**src/design/shape_pair_collision_2d_assert.svh**
```systemverilog
// ----------------------------------------------------------------------------
// shape_pair_collision_2d assertion macros
// shared concurrent assertion forms, clocked on the rising edge and
// disabled while the synchronous active-low reset is asserted
// ----------------------------------------------------------------------------
`ifndef SHAPE_PAIR_COLLISION_2D_ASSERT_SVH
`define SHAPE_PAIR_COLLISION_2D_ASSERT_SVH

// plain property that must hold at every edge out of reset
`define SPC_ASSERT(lbl, clk, rst_n, prop) \
    lbl: assert property (@(posedge clk) disable iff (!rst_n) (prop)) \
        else $error("assertion failed");

// same-cycle implication
`define SPC_ASSERT_IMP(lbl, clk, rst_n, ante, cons) \
    lbl: assert property (@(posedge clk) disable iff (!rst_n) (ante) |-> (cons)) \
        else $error("assertion failed");

`endif

```
**src/design/spcol_pkg.sv**
```systemverilog
// ----------------------------------------------------------------------------
// spcol_pkg
// shared widths, shape and pair codes and word types of the collision block
// ----------------------------------------------------------------------------
package spcol_pkg;

    localparam int COORD_WIDTH = 24;
    localparam int SIZE_WIDTH  = COORD_WIDTH - 1;
    localparam int KIND_WIDTH  = 2;
    localparam int OQ_DEPTH    = 2;

    // shape kinds
    localparam logic [KIND_WIDTH-1:0] KIND_POINT   = 2'd0;
    localparam logic [KIND_WIDTH-1:0] KIND_RECT    = 2'd1;
    localparam logic [KIND_WIDTH-1:0] KIND_CIRCLE  = 2'd2;
    localparam logic [KIND_WIDTH-1:0] KIND_UNKNOWN = 2'd3;

    // pair class after sorting so that the first kind is the lower one
    typedef enum logic [2:0] {
        PAIR_NONE = 3'd0,
        PAIR_PP   = 3'd1,
        PAIR_PR   = 3'd2,
        PAIR_PC   = 3'd3,
        PAIR_RR   = 3'd4,
        PAIR_RC   = 3'd5,
        PAIR_CC   = 3'd6
    } t_pair;

    typedef struct packed {
        logic [KIND_WIDTH-1:0]         a_kind;
        logic signed [COORD_WIDTH-1:0] a_pos_x;
        logic signed [COORD_WIDTH-1:0] a_pos_y;
        logic [SIZE_WIDTH-1:0]         a_width;
        logic [SIZE_WIDTH-1:0]         a_height;
        logic [KIND_WIDTH-1:0]         b_kind;
        logic signed [COORD_WIDTH-1:0] b_pos_x;
        logic signed [COORD_WIDTH-1:0] b_pos_y;
        logic [SIZE_WIDTH-1:0]         b_width;
        logic [SIZE_WIDTH-1:0]         b_height;
    } t_in_word;

    typedef struct packed {
        logic hit;
        logic zero_size_warning;
    } t_out_word;

    // geometry front end to product back end
    typedef struct packed {
        t_pair                 pair;
        logic                  done;      // answer known without the products
        logic                  done_hit;
        logic                  warn;
        logic [SIZE_WIDTH-1:0] mx;        // operands to square
        logic [SIZE_WIDTH-1:0] my;
        logic [SIZE_WIDTH-1:0] pw;
        logic [SIZE_WIDTH-1:0] ph;
        logic [SIZE_WIDTH-1:0] qw;
        logic [SIZE_WIDTH-1:0] qh;
    } t_geom;

endpackage

```
**src/design/spcol_geom.sv**
```systemverilog
// ----------------------------------------------------------------------------
// spcol_geom
// two stages: sort the shapes by kind and take centre differences, then
// absolute distances, box tests and the operands for the round tests
// ----------------------------------------------------------------------------
module spcol_geom import spcol_pkg::*; (
    input  logic     i_clk,
    input  logic     i_rst_n,
    input  logic     i_en,
    input  logic     i_valid,
    input  t_in_word i_word,
    output logic     o_valid,
    output t_geom    o_geom
);

    localparam int CW = COORD_WIDTH;
    localparam int SW = SIZE_WIDTH;

    // stage 1
    logic                  swap;
    logic [KIND_WIDTH-1:0] p_kind;
    logic [KIND_WIDTH-1:0] q_kind;
    logic signed [CW-1:0]  p_x, p_y, q_x, q_y;
    logic [SW-1:0]         p_w, p_h, q_w, q_h;
    t_pair                 n_s1_pair;
    logic signed [CW:0]    n_s1_dfx, n_s1_dfy;

    logic                  r_s1_v;
    t_pair                 r_s1_pair;
    logic signed [CW:0]    r_s1_dfx, r_s1_dfy;
    logic [SW-1:0]         r_s1_pw, r_s1_ph, r_s1_qw, r_s1_qh;

    // stage 2
    logic [CW:0]   neg_x, neg_y;
    logic [CW-1:0] adx, ady;
    logic [CW:0]   dx2, dy2;
    logic [CW-1:0] sum_w, sum_h;
    logic [CW:0]   rc_x, rc_y;
    logic          pt_eq, pr_in, rr_in, rc_out, rc_cross, pc_far, cc_far;
    logic          p_zero, q_zero;
    t_geom         n_s2_geom;

    logic          r_s2_v;
    t_geom         r_s2_geom;

    always_comb begin
        swap   = i_word.a_kind > i_word.b_kind;
        p_kind = swap ? i_word.b_kind   : i_word.a_kind;
        q_kind = swap ? i_word.a_kind   : i_word.b_kind;
        p_x    = swap ? i_word.b_pos_x  : i_word.a_pos_x;
        p_y    = swap ? i_word.b_pos_y  : i_word.a_pos_y;
        q_x    = swap ? i_word.a_pos_x  : i_word.b_pos_x;
        q_y    = swap ? i_word.a_pos_y  : i_word.b_pos_y;
        p_w    = swap ? i_word.b_width  : i_word.a_width;
        p_h    = swap ? i_word.b_height : i_word.a_height;
        q_w    = swap ? i_word.a_width  : i_word.b_width;
        q_h    = swap ? i_word.a_height : i_word.b_height;

        n_s1_dfx = $signed({p_x[CW-1], p_x}) - $signed({q_x[CW-1], q_x});
        n_s1_dfy = $signed({p_y[CW-1], p_y}) - $signed({q_y[CW-1], q_y});

        // the sort leaves an unknown kind on the second side
        priority if (q_kind == KIND_UNKNOWN) begin
            n_s1_pair = PAIR_NONE;
        end else if (p_kind == KIND_POINT && q_kind == KIND_POINT) begin
            n_s1_pair = PAIR_PP;
        end else if (p_kind == KIND_POINT && q_kind == KIND_RECT) begin
            n_s1_pair = PAIR_PR;
        end else if (p_kind == KIND_POINT) begin
            n_s1_pair = PAIR_PC;
        end else if (p_kind == KIND_RECT && q_kind == KIND_RECT) begin
            n_s1_pair = PAIR_RR;
        end else if (p_kind == KIND_RECT) begin
            n_s1_pair = PAIR_RC;
        end else begin
            n_s1_pair = PAIR_CC;
        end
    end

    always_comb begin
        neg_x = -r_s1_dfx;
        neg_y = -r_s1_dfy;
        adx   = r_s1_dfx[CW] ? neg_x[CW-1:0] : r_s1_dfx[CW-1:0];
        ady   = r_s1_dfy[CW] ? neg_y[CW-1:0] : r_s1_dfy[CW-1:0];
        dx2   = {adx, 1'b0};
        dy2   = {ady, 1'b0};
        sum_w = {1'b0, r_s1_pw} + {1'b0, r_s1_qw};
        sum_h = {1'b0, r_s1_ph} + {1'b0, r_s1_qh};
        rc_x  = dx2 - {2'b00, r_s1_pw};
        rc_y  = dy2 - {2'b00, r_s1_ph};

        pt_eq    = (adx == '0) && (ady == '0);
        pr_in    = (dx2 <= {2'b00, r_s1_qw}) && (dy2 <= {2'b00, r_s1_qh});
        rr_in    = (dx2 <= {1'b0, sum_w}) && (dy2 <= {1'b0, sum_h});
        rc_out   = !rr_in;
        rc_cross = (dx2 <= {2'b00, r_s1_pw}) || (dy2 <= {2'b00, r_s1_ph});
        // past any size: the square alone already exceeds the area
        pc_far   = (dx2[CW:SW] != '0) || (dy2[CW:SW] != '0);
        cc_far   = adx[CW-1] || ady[CW-1];
        p_zero   = (r_s1_pw == '0) || (r_s1_ph == '0);
        q_zero   = (r_s1_qw == '0) || (r_s1_qh == '0);

        n_s2_geom.pair     = r_s1_pair;
        n_s2_geom.done     = 1'b1;
        n_s2_geom.done_hit = 1'b0;
        n_s2_geom.warn     = 1'b0;
        n_s2_geom.mx       = dx2[SW-1:0];
        n_s2_geom.my       = dy2[SW-1:0];
        n_s2_geom.pw       = r_s1_pw;
        n_s2_geom.ph       = r_s1_ph;
        n_s2_geom.qw       = r_s1_qw;
        n_s2_geom.qh       = r_s1_qh;

        unique case (r_s1_pair)
            PAIR_PP: n_s2_geom.done_hit = pt_eq;
            PAIR_PR: n_s2_geom.done_hit = pr_in;
            PAIR_RR: n_s2_geom.done_hit = rr_in;
            PAIR_PC: begin
                n_s2_geom.warn = q_zero;
                n_s2_geom.done = q_zero || pc_far;
            end
            PAIR_RC: begin
                n_s2_geom.mx = rc_x[SW-1:0];
                n_s2_geom.my = rc_y[SW-1:0];
                priority if (rc_out) begin
                    n_s2_geom.done_hit = 1'b0;
                end else if (rc_cross) begin
                    n_s2_geom.done_hit = 1'b1;
                end else begin
                    n_s2_geom.done = 1'b0;
                end
            end
            PAIR_CC: begin
                n_s2_geom.mx   = adx[SW-1:0];
                n_s2_geom.my   = ady[SW-1:0];
                n_s2_geom.warn = p_zero || q_zero;
                n_s2_geom.done = p_zero || q_zero || cc_far;
            end
            default: n_s2_geom.done = 1'b1;
        endcase
    end

    always_ff @(posedge i_clk) begin
        if (!i_rst_n) begin
            r_s1_v <= 1'b0;
            r_s2_v <= 1'b0;
        end else if (i_en) begin
            r_s1_v <= i_valid;
            r_s2_v <= r_s1_v;
        end
    end

    always_ff @(posedge i_clk) begin
        if (i_en) begin
            r_s1_pair <= n_s1_pair;
            r_s1_dfx  <= n_s1_dfx;
            r_s1_dfy  <= n_s1_dfy;
            r_s1_pw   <= p_w;
            r_s1_ph   <= p_h;
            r_s1_qw   <= q_w;
            r_s1_qh   <= q_h;
            r_s2_geom <= n_s2_geom;
        end
    end

    assign o_valid = r_s2_v;
    assign o_geom  = r_s2_geom;

endmodule

```
**config.mk**
```make
export PLATFORM = sky130hd
export DESIGN_NAME = spcol_geom
export DESIGN_NICKNAME = d
export VERILOG_FILES = /design/src/design/shape_pair_collision_2d_assert.svh /design/src/design/spcol_pkg.sv /design/src/design/spcol_geom.sv
export SDC_FILE = /design/constraint.sdc
export NUM_CORES = 1
export LEC_CHECK = 0
export BUFFER_PORTS_ARGS = -buffer_cell sky130_fd_sc_hd__buf_4
export CAP_MARGIN = 20
export CORE_MARGIN = 2
export CORE_UTILIZATION = 55
export CTS_CLUSTER_SIZE = 10
export DETAILED_ROUTE_END_ITERATION = 10
export PLACE_DENSITY = 0.87
export REMOVE_ABC_BUFFERS = 1
export SLEW_MARGIN = 30
export SYNTH_ARGS = -nofsm -noshare
export SYNTH_HDL_FRONTEND = slang
export SYNTH_SLANG_ARGS = --single-unit
```
**constraint.sdc**
```tcl
create_clock -name i_clk -period 8.2 [get_ports i_clk]
set_clock_uncertainty 0.05 [all_clocks]
set_input_delay 1.64 -clock i_clk [delete_from_list [all_inputs] [get_ports i_clk]]
set_output_delay 1.64 -clock i_clk [all_outputs]
set_load 0.05 [all_outputs]
```
==> summary.txt <==
Final layout
  – Fillers: 3286
  – ANT cells: 0
  – Layout cells sized above 1: 0.158
  – Final design utilization: 0.663
  – Finished Layout Cells: between 3000 and 4000
  – Syn-to-layout area delta: 18.6%
  – Layout Nets: between 3000 and 4000

STA
  – Worst slew margin: 0.349
  – Max Clock Freq: 177 MHz
  – Tmin final: 5.65 ns
  – Min Hold Slack: approximately 0.49 ns
  – Tightest Pin Transition: slightly below 1 ns
  – Crit share post-route: 0.689
  – Slew Limit Fails: 0
  – Final Hold Fails: 0
  – Final Setup Violations: 0
  – Unrepaired setup endpoints after global routing: no
  – Slack of the critical path: 2.55 ns

CTS
  – Clk sink count: 291
  – H-tree Lvls: 2
  – Root buffer cell: clkbuf_16
  – Clock Tree Buf Depth: 3
  – # resized after CTS: 0
  – Reg clk slew, reported paths: 0.06 ns
  – Worst-skew pair later-pin latency: ~0.52 ns
  – TritonCTS clock tree: yes
  – Post-CTS Hold Fix Bufs: 0
  – CTS Buf Count: 35
  – Post-CTS setup buffers: 0

Worst setup path
  – Max Fanout on Critical Path: 6
  – CP max-delay cell: o41ai_1
  – Reg2reg start: r_s1_ph[0]
  – Crit path DAT: 5.99 ns
  – Crit path largest cell delay: 0.61 ns
  – CP endpoint kind: flop
  – Top cell family by delay on the critical path: compound AO/OA/AOI/OAI gates
  – CP most frequent cell: o21ai_0
  – CP startpoint kind: flop
  – Crit path launch: r_s1_ph[0]
  – Worst path bufs/invs: 1
  – Setup CP Type: reg -> reg
  – Critical path cell sequence: ha_1 -> inv_1 -> fa_1 -> nor2b_1 -> o21a_1 -> o21ai_0 -> a31oi_1 -> a221o_1 -> o41ai_1 -> o21ai_0 -> o311a_1 -> o2111a_1 -> a311oi_1 -> ha_1 -> nand3_1 -> nor2_1 -> nand2_1 -> o21ai_0 -> o2111ai_1 -> nor3b_1 -> a22o_1
  – Critical Path RT: 8.55 ns

Detailed routing
  – Detailed Routing Iterations Pass 1: 5
  – ANT nets after route: 0
  – Met3 WL post-DR: roughly 6000 um
  – Wire per inst: just over 20 um
  – Routed wl met2: roughly 33000 um
  – Vias/cell: 6.18
  – Max Used Layer: met4
  – Post-route DRC: 0
  – Final WL: 70100 um
  – Vias: 21100
  – Drt initial violations: 2040
  – Wire length on met1: around 28000 um

Placed design
  – HPWL Detailed: 53600 um
  – Port Buf Inserts: 340
  – Placer's final routability congestion estimate: about 1
  – Inst Count DP: 3358
  – Pre-CTS WS: about 2.2 ns

Synthesis
  – Top-area cell type share of the netlist area: 0.379
  – Ys Warns: 0
  – Post-synthesis xor/xnor area fraction: 0.0681
  – Synth Flop Type: edfxtp_1
  – Syn_area_per_cell: between 9 and 10 um2
  – Main combinational cell family by area after synthesis: simple AND/OR/NAND/NOR gates
  – Post-synthesis simple-gate area fraction: 0.193
  – FFs w/ async S/R, synth: 0
  – Number of synthesized register bits: 291
  – EDFF count, synth: 289
  – Synth Area in Compound Gates: 0.174
  – Mux cell area share after synthesis: 0.00661
  – Synth top area cells: edfxtp_1, ha_1, nand2_1
  – Area leader, netlist: edfxtp_1
  – Adder-cell share of the synthesized area: 0.135
  – Post-Syn Area: 22900 um2
  – Post-Synthesis Cells: 2519
  – Seq/Total Area, Yosys: 0.381
  – Yosys cell types: 89

Floorplan
  – Core box area: roughly 41000 um2
  – Initial Util: 0.559
  – Die area: 43300 um2
  – I/O pin count: 341
  – Chip Height: ~210 um
  – Chip Width: 208 um
  – Row cnt: between 70 and 80

Global routing
  – Grt total ovfl: 0
  – Largest net degree at the start of global routing: 153
  – Initial antenna violation count: 1
  – Gr usage total: 0.311
  – Vias in the first global route: 20300
  – First-pass GRT wire length: 108000 um

Outcome
  – Status: finished, final reports clean

Worst hold path
  – Critical hold path startpoint: r_s1_ph[19]
  – Hold crit path type: reg -> reg

Power
  – Worst VDD drop: 0.136 mV
  – Pleak: 11.8 nW
  – Tot Pwr: 7.09 mW
  – Cell Pwr Density: 261 nW/um2

Flow run
  – Max-Cap Viols: 0
-- final cells by class --
type	instances	area, um2	share of cell area
clock inverters	1	30.0	0.00111
multi-input cells	1976	13200	0.488
repair buffers	369	2790	0.103
flip-flops and latches	291	8720	0.321
clock buffers	45	976	0.0360
well taps	532	666	0.0245
inverters	190	713	0.0263
-- cell families after synthesis --
group	Yosys count
adder cells (fa/ha/maj)	256
buffers and inverters	252
multiplexers	15
AO/OA/AOI/OAI	602
flip-flops	291
AND/OR/NAND/NOR	925
XOR/XNOR	178
-- per-stage QoR --
stage | TNS, ns | instance area, um2
CTS | 0 | 27100
detailed placement | 0 | 26100
global route | 0 | 27100
finish | 0 | 27100
global placement | 0 | 26100
floorplan | -42.66 | 22600
-- final timing paths --
| kind | endpoint | slack (ns) | cells after the start |
|---|---|---|---|
| max | o_geom[139] | 2.55 | 21 |
| max reg2reg | o_geom[139] | 2.55 | 21 |
| min | o_geom[65] | 0.49 | 0 |
| min reg2reg | o_geom[65] | 0.49 | 0 |
-- worst register-to-register path, cell delays in order (launching register included) --
cell       delay, ns
edfxtp_1        0.53
ha_1            0.27
inv_1           0.07
fa_1            0.20
nor2b_1         0.06
o21a_1          0.19
o21ai_0         0.26
a31oi_1         0.21
a221o_1         0.36
o41ai_1         0.61
o21ai_0         0.28
o311a_1         0.36
o2111a_1        0.23
a311oi_1        0.28
ha_1            0.19
nand3_1         0.09
nor2_1          0.16
nand2_1         0.07
o21ai_0         0.44
o2111ai_1       0.25
nor3b_1         0.24
a22o_1          0.16
-- per-layer routing --
metal  global-route usage  vias to the layer above
met3               0.0450                      200
met2                0.517                     1047
met4                0.121                        0
met1                0.411                     9925
li1                     -                     9880
met5                    0                        -
-- where the power goes --
| part | internal (mW) | switching (mW) | leakage (nW) | total [mW] |
|---|---|---|---|---|
| sequential | 1.94 | 0.216 | 2.85 | 2.16 |
| clock | 0.853 | 0.574 | 0.492 | 1.43 |
| combinational | 1.32 | 2.18 | 8.47 | 3.51 |
-- state kept, by name (all words and copies together) (netlist names) --
signal,flops
o_geom,144
r_s1_dfx,25
r_s1_dfy,25
r_s1_ph,23
r_s1_pw,23
r_s1_qh,23
r_s1_qw,23
r_s1_pair,3
o_valid,1
r_s1_v,1
-- synth_stat cells (7+ instances only) --
cell type,count
nand2_1,433
or2_2,11
nor3b_1,8
a21oi_1,141
o221ai_1,20
nand4_1,36
nor4_1,33
o21a_1,11
and3_1,10
maj3_1,61
o22ai_1,24
nand2b_1,57
ha_1,191
o31ai_1,26
a22oi_1,33
or3_1,11
and2_1,15
o31a_1,7
edfxtp_1,289
a21o_1,51
nand3_1,34
o41ai_1,8
o21bai_1,10
nor3_1,39
nor2_1,128
a21boi_0,10
a31oi_1,22
clkbuf_1,49
nor2b_1,59
buf_2,9
xnor2_1,108
inv_1,190
xor2_1,70
nand3b_1,13
o21ai_0,132
mux2i_1,14
a211oi_1,9
o211ai_1,16
or4_1,9
-- cell usage in the layout, fill, tap and decap left out, types with 11 or more instances in the layout --
cell type  instances
a31oi_1           22
o22ai_1           23
nor2_1           127
o211ai_1          16
o221ai_1          20
inv_1            190
xnor2_1          107
a21oi_1          141
xor2_1            70
ha_1             191
nor3_1            39
o31ai_1           26
nand3b_1          13
o21a_1            11
a22oi_1           33
nand4_1           36
and2_1            15
or3_1             11
maj3_1            61
nand3_1           34
buf_4            366
a21o_1            51
nor4_1            33
or2_2             11
edfxtp_1         289
nand2_1          433
mux2i_1           14
nand2b_1          57
nor2b_1           59
o21ai_0          132
clkbuf_16         37
Power figures use the tool's default switching activity.
