### config.mk
export PLATFORM = sky130hd
export DESIGN_NAME = spcol_oq
export DESIGN_NICKNAME = d
export VERILOG_FILES = /design/src/design/spcol_pkg.sv /design/src/design/spcol_oq.sv
export VERILOG_INCLUDE_DIRS = /design/src /design/src/design
export SDC_FILE = /design/constraint.sdc
export NUM_CORES = 1
export LEC_CHECK = 0
export ABC_AREA = 1
export BUFFER_PORTS_ARGS = -buffer_cell sky130_fd_sc_hd__buf_2
export CAP_MARGIN = 20
export CORE_AREA = 2 2 39 41
export DETAILED_ROUTE_END_ITERATION = 10
export DIE_AREA = 0 0 41 43
export HOLD_SLACK_MARGIN = 0.02
export MAX_ROUTING_LAYER = met4
export RECOVER_POWER = 100
export SLEW_MARGIN = 20
export SYNTH_ARGS = -nofsm -noshare
export SYNTH_HDL_FRONTEND = slang
export SYNTH_SLANG_ARGS = --single-unit
### constraint.sdc
create_clock -name i_clk -period 1.94 [get_ports i_clk]
set_input_delay 0.582 -clock i_clk [delete_from_list [all_inputs] [get_ports i_clk]]
set_output_delay 0.582 -clock i_clk [all_outputs]
set_load 0.02 [all_outputs]
### src/design/shape_pair_collision_2d_assert.svh
// ----------------------------------------------------------------------------
// shape_pair_collision_2d assertion macros
// shared concurrent assertion forms, clocked on the rising edge and
// disabled while the synchronous active-low reset is asserted
// ----------------------------------------------------------------------------
`ifndef SHAPE_PAIR_COLLISION_2D_ASSERT_SVH
`define SHAPE_PAIR_COLLISION_2D_ASSERT_SVH

// plain property that must hold at every edge out of reset
`define SPC_ASSERT(lbl, clk, rst_n, prop) \
    lbl: assert property (@(posedge clk) disable iff (!rst_n) (prop)) \
        else $error("assertion failed");

// same-cycle implication
`define SPC_ASSERT_IMP(lbl, clk, rst_n, ante, cons) \
    lbl: assert property (@(posedge clk) disable iff (!rst_n) (ante) |-> (cons)) \
        else $error("assertion failed");

`endif

### src/design/spcol_pkg.sv
// ----------------------------------------------------------------------------
// spcol_pkg
// shared widths, shape and pair codes and word types of the collision block
// ----------------------------------------------------------------------------
package spcol_pkg;

    localparam int COORD_WIDTH = 24;
    localparam int SIZE_WIDTH  = COORD_WIDTH - 1;
    localparam int KIND_WIDTH  = 2;
    localparam int OQ_DEPTH    = 2;

    // shape kinds
    localparam logic [KIND_WIDTH-1:0] KIND_POINT   = 2'd0;
    localparam logic [KIND_WIDTH-1:0] KIND_RECT    = 2'd1;
    localparam logic [KIND_WIDTH-1:0] KIND_CIRCLE  = 2'd2;
    localparam logic [KIND_WIDTH-1:0] KIND_UNKNOWN = 2'd3;

    // pair class after sorting so that the first kind is the lower one
    typedef enum logic [2:0] {
        PAIR_NONE = 3'd0,
        PAIR_PP   = 3'd1,
        PAIR_PR   = 3'd2,
        PAIR_PC   = 3'd3,
        PAIR_RR   = 3'd4,
        PAIR_RC   = 3'd5,
        PAIR_CC   = 3'd6
    } t_pair;

    typedef struct packed {
        logic [KIND_WIDTH-1:0]         a_kind;
        logic signed [COORD_WIDTH-1:0] a_pos_x;
        logic signed [COORD_WIDTH-1:0] a_pos_y;
        logic [SIZE_WIDTH-1:0]         a_width;
        logic [SIZE_WIDTH-1:0]         a_height;
        logic [KIND_WIDTH-1:0]         b_kind;
        logic signed [COORD_WIDTH-1:0] b_pos_x;
        logic signed [COORD_WIDTH-1:0] b_pos_y;
        logic [SIZE_WIDTH-1:0]         b_width;
        logic [SIZE_WIDTH-1:0]         b_height;
    } t_in_word;

    typedef struct packed {
        logic hit;
        logic zero_size_warning;
    } t_out_word;

    // geometry front end to product back end
    typedef struct packed {
        t_pair                 pair;
        logic                  done;      // answer known without the products
        logic                  done_hit;
        logic                  warn;
        logic [SIZE_WIDTH-1:0] mx;        // operands to square
        logic [SIZE_WIDTH-1:0] my;
        logic [SIZE_WIDTH-1:0] pw;
        logic [SIZE_WIDTH-1:0] ph;
        logic [SIZE_WIDTH-1:0] qw;
        logic [SIZE_WIDTH-1:0] qh;
    } t_geom;

endpackage

### src/design/spcol_oq.sv
// ----------------------------------------------------------------------------
// spcol_oq
// two-entry result queue; its registered fill level stalls the pipeline
// ----------------------------------------------------------------------------
`include "shape_pair_collision_2d_assert.svh"

module spcol_oq import spcol_pkg::*; (
    input  logic      i_clk,
    input  logic      i_rst_n,
    input  logic      i_push,
    input  t_out_word i_word,
    output logic      o_room,
    output logic      o_valid,
    input  logic      i_pop,
    output t_out_word o_word
);

    localparam int DEPTH = OQ_DEPTH;
    localparam int PTR_W = (DEPTH > 1) ? $clog2(DEPTH) : 1;
    localparam int CNT_W = $clog2(DEPTH + 1);

    t_out_word        r_mem [DEPTH];
    logic [PTR_W-1:0] r_wr_ptr, r_rd_ptr;
    logic [CNT_W-1:0] r_count;
    logic [PTR_W-1:0] n_wr_ptr, n_rd_ptr;
    logic [CNT_W-1:0] n_count;
    logic             pop;

    always_comb begin
        pop      = i_pop && (r_count != '0);
        n_wr_ptr = r_wr_ptr;
        n_rd_ptr = r_rd_ptr;
        if (i_push) begin
            n_wr_ptr = (r_wr_ptr == PTR_W'(DEPTH - 1)) ? '0 : r_wr_ptr + PTR_W'(1);
        end
        if (pop) begin
            n_rd_ptr = (r_rd_ptr == PTR_W'(DEPTH - 1)) ? '0 : r_rd_ptr + PTR_W'(1);
        end
        n_count = r_count + CNT_W'(i_push) - CNT_W'(pop);
    end

    always_ff @(posedge i_clk) begin
        if (!i_rst_n) begin
            r_wr_ptr <= '0;
            r_rd_ptr <= '0;
            r_count  <= '0;
        end else begin
            r_wr_ptr <= n_wr_ptr;
            r_rd_ptr <= n_rd_ptr;
            r_count  <= n_count;
        end
    end

    always_ff @(posedge i_clk) begin
        if (i_push) begin
            r_mem[r_wr_ptr] <= i_word;
        end
    end

    assign o_room  = r_count < CNT_W'(DEPTH);
    assign o_valid = r_count != '0;
    assign o_word  = r_mem[r_rd_ptr];

    `SPC_ASSERT_IMP(a_oq_no_overflow, i_clk, i_rst_n, i_push, r_count < CNT_W'(DEPTH))
    `SPC_ASSERT(a_oq_count_bound, i_clk, i_rst_n, r_count <= CNT_W'(DEPTH))

endmodule

==> results by stage, run 1 <==
Outcome:
- The flow ran to the end, and the final reports show no timing, DRC or antenna violations.

Yosys:
- In this run, synthesis produced a sequential element count of 9.
- The number of different library cells used by synthesis comes to 12.
- Counting every instance in the synthesized netlist gives 42.
- In the post-synthesis netlist, the biggest area contributors are sky130_fd_sc_hd__edfxtp_1 (31%), sky130_fd_sc_hd__dfxtp_1 (26%), sky130_fd_sc_hd__inv_1 (7.8%).
- Counting instances in the post-synthesis netlist gives the leading cell types as sky130_fd_sc_hd__inv_1 (8), sky130_fd_sc_hd__nor2_1 (8), sky130_fd_sc_hd__nand2_1 (7).
- In the synthesized netlist the async set-or-reset flop fraction comes to 0%.
- The total of warnings raised by yosys is 0.
- The leading area contributor after synthesis is sky130_fd_sc_hd__edfxtp_1.
- The net count after synthesis is 50.
- The most used flip-flop cell after synthesis is sky130_fd_sc_hd__dfxtp_1.
- Yosys mapped a number of flops with a built-in enable equal to 4.
- Summing the sequential cell areas from Yosys gives 57.1% of the chip area.
- Each instance of the synthesized netlist takes up on average 9.18 µm².
- The top cell type by area accounts for between 30% and 40% of the synthesized area.
- In this run the cell area of the synthesized design comes to 385 µm².

Setup path:
- The critical path start-end classification is reg -> out.
- The setup slack of the worst register-to-register path is 0.58 ns.
- In this run the critical register-to-register path is launched from r_count[0]$_SDFF_PN0_.
- STA puts the critical path data required time at 1.36 ns.
- STA classifies the critical path startpoint as a register.
- The reg-to-reg endpoint is r_count[1]$_SDFF_PN0_.
- The data arrival time of the critical path is between 1 and 1.5 ns.
- The element type at the critical path end is an output port.
- The highest net fanout along the worst path is 2.
- The path depth of the worst reg2reg path is 9.

Layout:
- The number of nets in the final layout is 64.
- The filler-free cell count of the finished design is 71.
- The antenna diode count is 0.
- The number of inserted filler cells in the final layout is 150.
- The post-route standard cell area excluding fillers is 464 µm².
- Cells fill 33.5% of the core in the end.
- In the final layout, the share of cells above drive strength 1 is between 10% and 20%.
- The area growth from synthesis to final layout is 20.5%.

Place:
- The routability congestion estimate is 0.655.
- After detailed placement, the design holds a cell count of 67.
- The number of buffers inserted by port buffering is 9.
- The cell area after placement is approximately 450 µm².

Drt:
- The remaining number of nets flagged by the antenna check after routing is 0.
- The detailed-route DRC error count is 0.
- Summing over every cut layer, the via total after detailed routing is ~280.
- The first routing iteration left 9 violations.
- After detailed routing, the number of vias per cell comes to roughly 4.
- The number of detailed-routing iterations run before antenna repair is 4.
- The wire length reported by the detailed router is between 500 and 600 µm.
- The average detailed-routed wire length per instance is around 8.3 µm.

STA:
- The final critical delay including setup and external delays is 1.67 ns.
- Across the routed clock network, the largest skew measured is approximately 0.0014 ns.
- Headroom to the max-slew limit came out at between 80% and 90%.
- The share of the clock period used by the worst path after layout is roughly 86%.
- Setup violations remaining at the end of the flow were counted as 0.
- For the pin with the worst max-slew slack, the measured transition is 0.249 ns.
- The number of hold violations in the final report is 0.
- Setup total negative slack on the finished layout was measured at 0 ns.
- The highest achievable clock rate is between 0.5 and 0.6 GHz.
- Setup repair after global routing left no endpoint under its margin.
- The number of pins with negative max-slew slack in the final report is 0.

CTS:
- The buffer count from post-CTS setup fixing is 0.
- The H-tree depth reported by CTS is 1.
- Counting the buffers created by CTS gives 3.
- The later pin in the worst-skew pair is clocked with a latency of roughly 0.25 ns.
- The TritonCTS clock tree is yes.
- Gates resized during post-CTS repair numbered 0.
- Clock tree synthesis found a total of 9 sinks.
- The clock passes through at most 2 buffers.
- The tree is rooted in a sky130_fd_sc_hd__clkbuf_4.
- The clock input transition at the sequential cells of the worst setup and hold paths is approximately 0.06 ns.
- The hold buffer count at cts is 0.

Min path:
- The hold path depth is 2.
- The worst hold path startpoint is r_rd_ptr$_SDFFE_PN0P_.
- The worst hold path belongs to the class reg -> reg.

Floorplanning:
- The die covers 0.00176 mm².
- The core region is about 0.0014 mm².
- Measured along the y axis, the die boundary spans roughly 43 µm.
- The effective utilization at floorplan is ~28%.
- 10 I/O pins were placed.
- The floorplan has 14 rows.
- Measured along the x axis, the die boundary spans slightly above 40 µm.

Power:
- In this run the static leakage power is approximately 0.22 nW.
- In this run the power density over the cells is 1300 mW/mm².
- IR analysis of the VDD net gives a maximum drop of 0.491 mV.

GRT:
- Entering global routing, the biggest net connects 6 pins.
- The number of antenna violations at the first check in global routing is 0.
- The leftover overflow at the end of global routing is 0.
- Global routing consumed, over all layers together, 9.42% of the routing resources.
- The first-pass GRT wire length is ~1 mm.
- The via count of the first global-routing pass came to 276.

Job:
- The max-cap violation count is 0.
==> stage by stage <==
step	hold slack (ns)	setup slack, ns	power (mW)
3_5_place_dp	0.494	0.232	0.486
2_1_floorplan	0.467	0.422	0.429
4_1_cts	0.504	0.260	0.629
6_report	0.499	0.267	0.606
5_1_grt	0.538	0.200	0.664
3_3_place_gp	0.487	0.259	0.482
==> where the power goes <==
group / leakage (nW) / internal (mW) / switching (mW)
Clock: 0.0150 / 0.0789 / 0.0599
Combinational: 0.124 / 0.0787 / 0.134
Sequential: 0.0790 / 0.236 / 0.0183
==> final cells by class <==
| cell class | count | area (µm²) | share of cell area (%) |
|---|---|---|---|
| clock buffer | 4 | 26.3 | 5.66 |
| inverter | 9 | 33.8 | 7.28 |
| multi-input combinational | 24 | 129 | 27.8 |
| sequential | 9 | 220 | 47.4 |
| tap | 16 | 20.0 | 4.31 |
| timing repair buffer | 9 | 35.0 | 7.55 |
==> logic make-up after synthesis <==
logic type | synth area share, %
flip-flops | 57.1
adder cells (fa/ha/maj) | 6.49
buffers and inverters | 8.77
AND/OR/NAND/NOR | 20.5
AO/OA/AOI/OAI | 1.30
multiplexers | 5.84
==> how the worst max path moves through the flow <==
stage,from,cells after the start,to
after floorplan,i_pop,9,r_count[1]$_SDFF_PN0_
after detailed placement,i_pop,10,r_count[1]$_SDFF_PN0_
final,register,2,o_word[1]
after global routing,register,2,o_word[0]
after CTS,register,2,o_word[1]
after global placement,i_pop,10,r_count[1]$_SDFF_PN0_
==> cells in the final DEF (no fill, tap or decap), drive strengths merged <==
| cell | Yosys | final |
|---|---|---|
| edfxtp | 4 | 4 |
| a21oi | 1 | 1 |
| nand3 | 2 | 2 |
| ha | 2 | 2 |
| mux2 | 2 | 2 |
| nand2 | 8 | 8 |
| dfxtp | 5 | 5 |
| nor2 | 9 | 9 |
| inv | 9 | 9 |
| clkbuf | 0 | 12 |
| buf | 0 | 1 |
==> worst max-delay path, stage by stage, from the launching register on <==
cell and delay, ns:
sky130_fd_sc_hd__dfxtp_1 0.34, sky130_fd_sc_hd__mux2_2 0.33, sky130_fd_sc_hd__clkbuf_1 0.17
==> per-layer routing <==
layer  up-vias  global-route usage (%)  part of all wire (%)
met5         -                       -                     0
met4         0                    10.0                     0
met3         0                    3.14                   5.8
met2         8                    12.8                    50
met1       119                    9.51                    44
li1        154                       -                     -
(Power assumes the default switching activity.)
==> run 2, diff against run 1 <==
--- a/config.mk
+++ b/config.mk
@@ -15,6 +15,7 @@
 export HOLD_SLACK_MARGIN = 0.02
 export MAX_ROUTING_LAYER = met4
 export RECOVER_POWER = 100
+export SKIP_CTS_REPAIR_TIMING = 1
 export SLEW_MARGIN = 20
 export SYNTH_ARGS = -nofsm -noshare
 export SYNTH_HDL_FRONTEND = slang
==> constraint.sdc (replaced) <==
create_clock -name i_clk -period 1.94 [get_ports i_clk]
set_input_delay 0.582 -clock i_clk [delete_from_list [all_inputs] [get_ports i_clk]]
set_output_delay 0.582 -clock i_clk [all_outputs]
set_load 0.1 [all_outputs]
==> run 2 against run 1 <==
Sequential cell count stayed put; clock skew hardly changed; first-iteration DRC count stayed put; setup slack worse by 0.12 ns; clock power hardly changed; critical path depth stayed put; die area stayed put; combinational power is 85% higher; design area is 1.1% higher; largest power group is now combinational logic; non-clock buffer count stayed put.
==> results by stage, run 2 (synthesized netlist as in run 1, its figures left out) <==
GRT:
- The first-pass GRT wire length was 1.01 mm (unchanged).
- The via count of the first global-routing pass is 276 (unchanged).
- The leftover overflow at the end of global routing is 0 (unchanged).
- The maximum number of pins on one net before global-route repair was 6 (unchanged).
- The number of antenna violations at the first check in global routing is 0 (unchanged).
- The overall track demand over capacity in global routing is 9.42% (unchanged).

Power:
- The maximum vdd drop is 0.837 mV (+71%).
- The portion of total power attributed to combinational logic is 50.1% (+15 points).
- The internal power summed over all cells is 400 µW (+1.8%).
- The clock network power share is 17.6% (-5.3 points).
- The switching power of the nets is 387 µW (+82%).
- The power after layout is 788 µW (+30%).
- The total power divided by cell area is 1680 mW/mm² (+29%).
- The standby leakage power is 0.229 nW (+5.2%).
- The switching power share of the total was 49.2% (+14 points).
- The sequential share of power is 32.3% (-9.6 points).

STA:
- The transition at the pin with the smallest max-transition slack is 0.537 ns (+0.289 ns).
- The final total negative setup slack came to 0 ns (unchanged).
- The share of the clock period used by the worst path after layout was 92.5% (+6.2 points).
- The number of pins with negative max-slew slack in the final report is 0 (unchanged).
- The number of hold violations in the final report is 0 (unchanged).
- The clock skew after layout came to 0.00147 ns (+0.0000198 ns).
- The worst setup slack after layout is 0.146 ns (-0.121 ns).
- The highest achievable clock rate is 0.557 GHz (-6.7%).
- The setup violation total in the final timing report came to 0 (unchanged).
- The hold slack came to 0.499 ns (-0.00000600 ns).
- The final critical delay including setup and external delays is 1.79 ns (+0.121 ns).
- Setup repair after global routing left no endpoint under its margin.
- The worst max-slew margin expressed relative to the limit was 64.3% (-19 points).

Outcome:
- The flow ran to the end, and the final reports show no timing, DRC or antenna violations.

CTS:
- The clock input transition at the sequential cells of the worst setup and hold paths is 0.06 ns (about the same).
- The clock latency at the later pin of the worst-skew pair is 0.25 ns (about the same).
- The H-tree depth reported by CTS came to 1 (unchanged).
- The number of buffers created by CTS is 3 (unchanged).
- The number of sinks on the clock net was 9 (unchanged).
- The TritonCTS clock tree is yes.
- The cell sitting at the root of the clock tree is a sky130_fd_sc_hd__clkbuf_4.
- The maximum root-to-sink buffer count was 2 (unchanged).

Drt:
- The average detailed-routed wire length per instance was 8.27 µm (-0.68%).
- The first-iteration detailed-routing DRC count is 9 (unchanged).
- The wire length reported by the detailed router was 587 µm (-0.68%).
- The remaining number of nets flagged by the antenna check after routing came to 0 (unchanged).
- The number of detailed-routing iterations run before antenna repair was 4 (unchanged).
- The via count was 281 (unchanged).
- The detail-routed via count per cell came to 3.96 (unchanged).
- The detailed-route DRC error count is 0 (unchanged).

Setup path:
- The type of origin of the critical path is a register.
- The critical path start-end classification is reg -> out.
- The data required time of the worst path is 1.36 ns (about the same).
- The element type at the critical path end is an output port.
- The setup slack of the worst register-to-register path was 0.58 ns (about the same).
- The data arrival time of the critical path is 1.21 ns (+0.12 ns).
- The highest net fanout along the worst path is 2 (unchanged).

Place:
- The cell area after placement is 450 µm² (unchanged).
- The routability congestion estimate is 0.655 (unchanged).
- The number of cells in the design after placement came to 67 (unchanged).
- The number of buffers inserted by port buffering was 9 (unchanged).
- The worst-case setup slack after placement is 0.232 ns (unchanged).

Floorplanning:
- The number of primary I/O pins came to 10 (unchanged).
- The effective utilization at floorplan is 27.8% (unchanged).
- The vertical extent of the die is 43 µm (unchanged).
- The die footprint is 0.00176 mm² (unchanged).
- The core area is 0.00138 mm² (unchanged).
- The number of placement rows is 14 (unchanged).
- The horizontal die dimension is 41 µm (unchanged).

Layout:
- The area growth from synthesis to final layout is 21.8%.
- The fraction of layout cells with a size suffix above 1 is 21.8% (+7.3 points).
- The library cells used most frequently in the layout, excluding fill and tap cells, are sky130_fd_sc_hd__nor2_1 (9), sky130_fd_sc_hd__inv_1 (8), sky130_fd_sc_hd__nand2_1 (7), sky130_fd_sc_hd__dfxtp_1 (5), sky130_fd_sc_hd__clkbuf_1 (5).
- The post-route core utilization came to 33.9% (+0.36 points).
- The antenna diode count is 0 (unchanged).
- The filler-free cell count of the finished design is 71 (unchanged).
- Leaving out fill and tap cells, the most frequent cell in the layout is sky130_fd_sc_hd__nor2_1.
- The number of nets in the final layout is 64 (unchanged).
- The post-route standard cell area excluding fillers came to 469 µm² (+1.1%).

Job:
- The max-cap violation count is 0 (unchanged).

Min path:
- The worst min-delay path class is reg -> reg.
run 2: cell types whose count changed in the layout (fill, tap and decap cells not counted), sizes merged:
| cell | delta |
|---|---|
| clkbuf | -2 |
| buf | +2 |
run 2: worst max-delay path, cell delays in order, from the launching register on:
cell and delay [ns]:
sky130_fd_sc_hd__dfxtp_1 0.34, sky130_fd_sc_hd__mux2_2 0.33, sky130_fd_sc_hd__buf_2 0.29
run 2: layout make-up:
type	instances	area (µm²)
well taps	16	20.0
repair buffers	9	40.0
inverters	9	33.8
fillers	147	915
multi-input cells	24	129
clock buffers	4	26.3
flip-flops and latches	9	220
run 2: final timing paths:
kind,cells past startpoint,startpoint,end
worst min register to register,2,r_rd_ptr$_SDFFE_PN0P_,register
worst max-delay path,2,register,o_word[1]
worst min-delay path,2,r_rd_ptr$_SDFFE_PN0P_,register
worst max register to register,9,r_count[0]$_SDFF_PN0_,r_count[1]$_SDFF_PN0_
run 2: power by group through the flow:
stage / clock, mW / combinational (mW) / sequential, mW
2_1_floorplan: 0 / 0.350 / 0.255
4_1_cts: 0.146 / 0.403 / 0.255
3_5_place_dp: 0 / 0.401 / 0.259
6_report: 0.139 / 0.395 / 0.254
3_3_place_gp: 0 / 0.397 / 0.259
5_1_grt: 0.155 / 0.431 / 0.260
run 2: per-layer routing:
layer | up-vias | GRT usage, % | wire, µm
li1 | 154 | - | -
met1 | 119 | 9.51 | 258
met2 | 8 | 12.8 | 296
met3 | 0 | 3.14 | 32
met4 | 0 | 10.0 | 0
met5 | - | - | 0
==> run 3, diff against run 2 <==
--- a/config.mk
+++ b/config.mk
@@ -15,6 +15,7 @@
 export HOLD_SLACK_MARGIN = 0.02
 export MAX_ROUTING_LAYER = met4
 export RECOVER_POWER = 100
+export SETUP_SLACK_MARGIN = 0.2
 export SKIP_CTS_REPAIR_TIMING = 1
 export SLEW_MARGIN = 20
 export SYNTH_ARGS = -nofsm -noshare
==> run 3 against run 2 <==
Hold slack gained 0.00070 ns; combinational power grew 1%; register-to-register slack is essentially flat; sequential power is essentially flat; highest routed layer unchanged; setup slack gained 0.034 ns; largest cell class unchanged.
==> results by stage, run 3 (synthesized netlist as in run 1, its figures left out) <==
Drt:
- The first-iteration detailed-routing DRC count is 9 (unchanged).
- The number of detailed-routing iterations run before antenna repair came to 4 (unchanged).
- The detailed-route DRC error count is 0 (unchanged).
- The detail-routed via count per cell is 3.96 (unchanged).
- The remaining number of nets flagged by the antenna check after routing is 0 (unchanged).
- The wire length reported by the detailed router is 585 µm (-0.34%).
- The average detailed-routed wire length per instance is 8.24 µm (-0.34%).
- The via count came to 281 (unchanged).

GRT:
- The overall track demand over capacity in global routing is 9.42% (unchanged).
- The met1 usage was 9.51% (unchanged).
- The number of antenna violations at the first check in global routing came to 0 (unchanged).
- The leftover overflow at the end of global routing is 0 (unchanged).
- The first-pass GRT wire length is 1.01 mm (unchanged).
- The met2 routing resource usage after global routing was 12.8% (unchanged).
- The maximum number of pins on one net before global-route repair is 6 (unchanged).
- The layer with the highest usage is met2.
- The via count of the first global-routing pass is 276 (unchanged).
- The routing usage on met3 is 3.14% (unchanged).

STA:
- The share of the clock period used by the worst path after layout is 90.7% (-1.7 points).
- The clock skew after layout came to 0.00150 ns (+0.0000351 ns).
- The final total negative setup slack is 0 ns (unchanged).
- The number of hold violations in the final report came to 0 (unchanged).
- The transition at the pin with the smallest max-transition slack is 0.538 ns (+0.00117 ns).
- Setup repair after global routing left no endpoint under its margin.
- The worst max-slew margin expressed relative to the limit is 64.3% (-0.078 points).
- The number of pins with negative max-slew slack in the final report came to 0 (unchanged).
- The final critical delay including setup and external delays is 1.76 ns (-0.0336 ns).
- The highest achievable clock rate is 0.568 GHz (+1.9%).
- The setup violation total in the final timing report is 0 (unchanged).

Place:
- The cell area after placement is 450 µm² (unchanged).
- The routability congestion estimate is 0.655 (unchanged).
- The number of buffers inserted by port buffering is 9 (unchanged).

Setup path:
- The data required time of the worst path is 1.36 ns (about the same).
- For this design, the slowest cell found on the critical path is sky130_fd_sc_hd__dfxtp_2.
- The critical path goes through mux2_2 > clkbuf_4.
- The worst register-to-register path begins at r_count[0]$_SDFF_PN0_.
- The count of buffer and inverter cells on the critical path came to 1 (unchanged).
- The peak per-stage delay on the critical path came to 0.33 ns (about the same).
- By startpoint and endpoint, the worst setup path is classified as reg -> out.
- The data arrival time of the critical path is 1.18 ns (-0.03 ns).
- The cell family contributing the most delay on the critical path is flip-flops.
- The element type at the critical path end is an output port.
- The setup slack of the worst register-to-register path is 0.58 ns (about the same).
- The worst register-to-register path ends at r_count[1]$_SDFF_PN0_.
- The path depth of the worst reg2reg path is 9 (unchanged).
- The highest net fanout along the worst path is 2 (unchanged).
- The type of origin of the critical path is a register.

Layout:
- In the layout the commonest cells are sky130_fd_sc_hd__nor2_1 (9), sky130_fd_sc_hd__inv_1 (8), sky130_fd_sc_hd__nand2_1 (7), sky130_fd_sc_hd__clkbuf_4 (5), sky130_fd_sc_hd__clkbuf_1 (5).
- The fraction of layout cells with a size suffix above 1 came to 23.6% (+1.8 points).
- The number of inserted filler cells in the final layout is 150 (+2.0%).
- The sequential cell area is 221 µm² (+0.57%).
- The total area of multi-input combinational cells came to 129 µm² (unchanged).
- The library cell used most frequently in the layout, excluding fill and tap cells, is sky130_fd_sc_hd__nor2_1.
- The area growth from synthesis to final layout is 23.4%.
- The post-route standard cell area excluding fillers is 475 µm² (+1.3%).
- The number of nets in the final layout was 64 (unchanged).
- The antenna diode count is 0 (unchanged).

CTS:
- The clock latency at the later pin of the worst-skew pair came to 0.25 ns (about the same).
- The maximum root-to-sink buffer count is 2 (unchanged).
- The clock input transition at the sequential cells of the worst setup and hold paths was 0.06 ns (about the same).
- The number of buffers created by CTS was 3 (unchanged).
- The buffer cell driving the clock tree root is sky130_fd_sc_hd__clkbuf_4.
- The number of sinks on the clock net was 9 (unchanged).
- The H-tree depth reported by CTS is 1 (unchanged).
- The TritonCTS clock tree is yes.

Floorplanning:
- The vertical extent of the die is 43 µm (unchanged).
- The horizontal die dimension is 41 µm (unchanged).
- The number of placement rows is 14 (unchanged).
- The effective utilization at floorplan is 27.8% (unchanged).
- The die footprint was 0.00176 mm² (unchanged).
- The number of primary I/O pins is 10 (unchanged).
- The core area is 0.00138 mm² (unchanged).

Min path:
- The tightest min-delay check is of the reg -> reg type.
- The hold path depth is 2 (unchanged).
- The worst hold path startpoint is r_rd_ptr$_SDFFE_PN0P_.

Power:
- The maximum vdd drop was 0.878 mV (+4.8%).
- The standby leakage power is 0.231 nW (+0.74%).
- The total power divided by cell area is 1670 mW/mm² (-0.57%).

Outcome:
- The flow ran to the end, and the final reports show no timing, DRC or antenna violations.

Job:
- The max-cap violation count is 0 (unchanged).
## run 3: per-layer routing
layer	share of wire, %	vias up
li1	-	154
met1	44	119
met2	50	8
met3	5.5	0
met4	0	0
met5	0	-
## run 3: through the flow
stage | util, % | power (mW) | worst slack (ns) | hold slack, ns | std cells
global placement | 32.5 | 0.656 | 0.259 | 0.487 | 67
floorplan | - | 0.604 | 0.236 | 0.467 | 42
global route | 34.4 | 0.852 | 0.124 | 0.540 | 71
CTS | 34.4 | 0.804 | 0.126 | 0.504 | 71
detailed placement | 32.5 | 0.661 | 0.232 | 0.494 | 67
finish | 34.4 | 0.794 | 0.180 | 0.499 | 71
## run 3: worst max-delay path by stage
stage                             to  cells after the start  slack (ns)
2_1_floorplan                o_valid                      2        0.24
3_3_place_gp   r_count[1]$_SDFF_PN0_                     10        0.26
3_5_place_dp   r_count[1]$_SDFF_PN0_                     10        0.23
4_1_cts                    o_word[1]                      2        0.13
5_1_grt                    o_word[0]                      2        0.12
6_report                   o_word[1]                      2        0.18
## run 3: layout make-up
class	instances	area share [%]
Sequential cell	9	46.6
Multi-Input combinational cell	24	27.1
Timing Repair Buffer	9	9.47
Inverter	9	7.11
Clock buffer	4	5.53
Tap cell	16	4.21
## run 3: tightest hold or removal path, delay by kind of cell (launching register included)
family	cells	cell delay, ns
flops	1	0.33
simple gates	2	0.14
## run 3: power by group
part	switching, mW	internal [mW]	leakage, nW
registers	0.0184	0.237	0.0794
logic	0.309	0.0898	0.136
clock network	0.0598	0.0789	0.0150
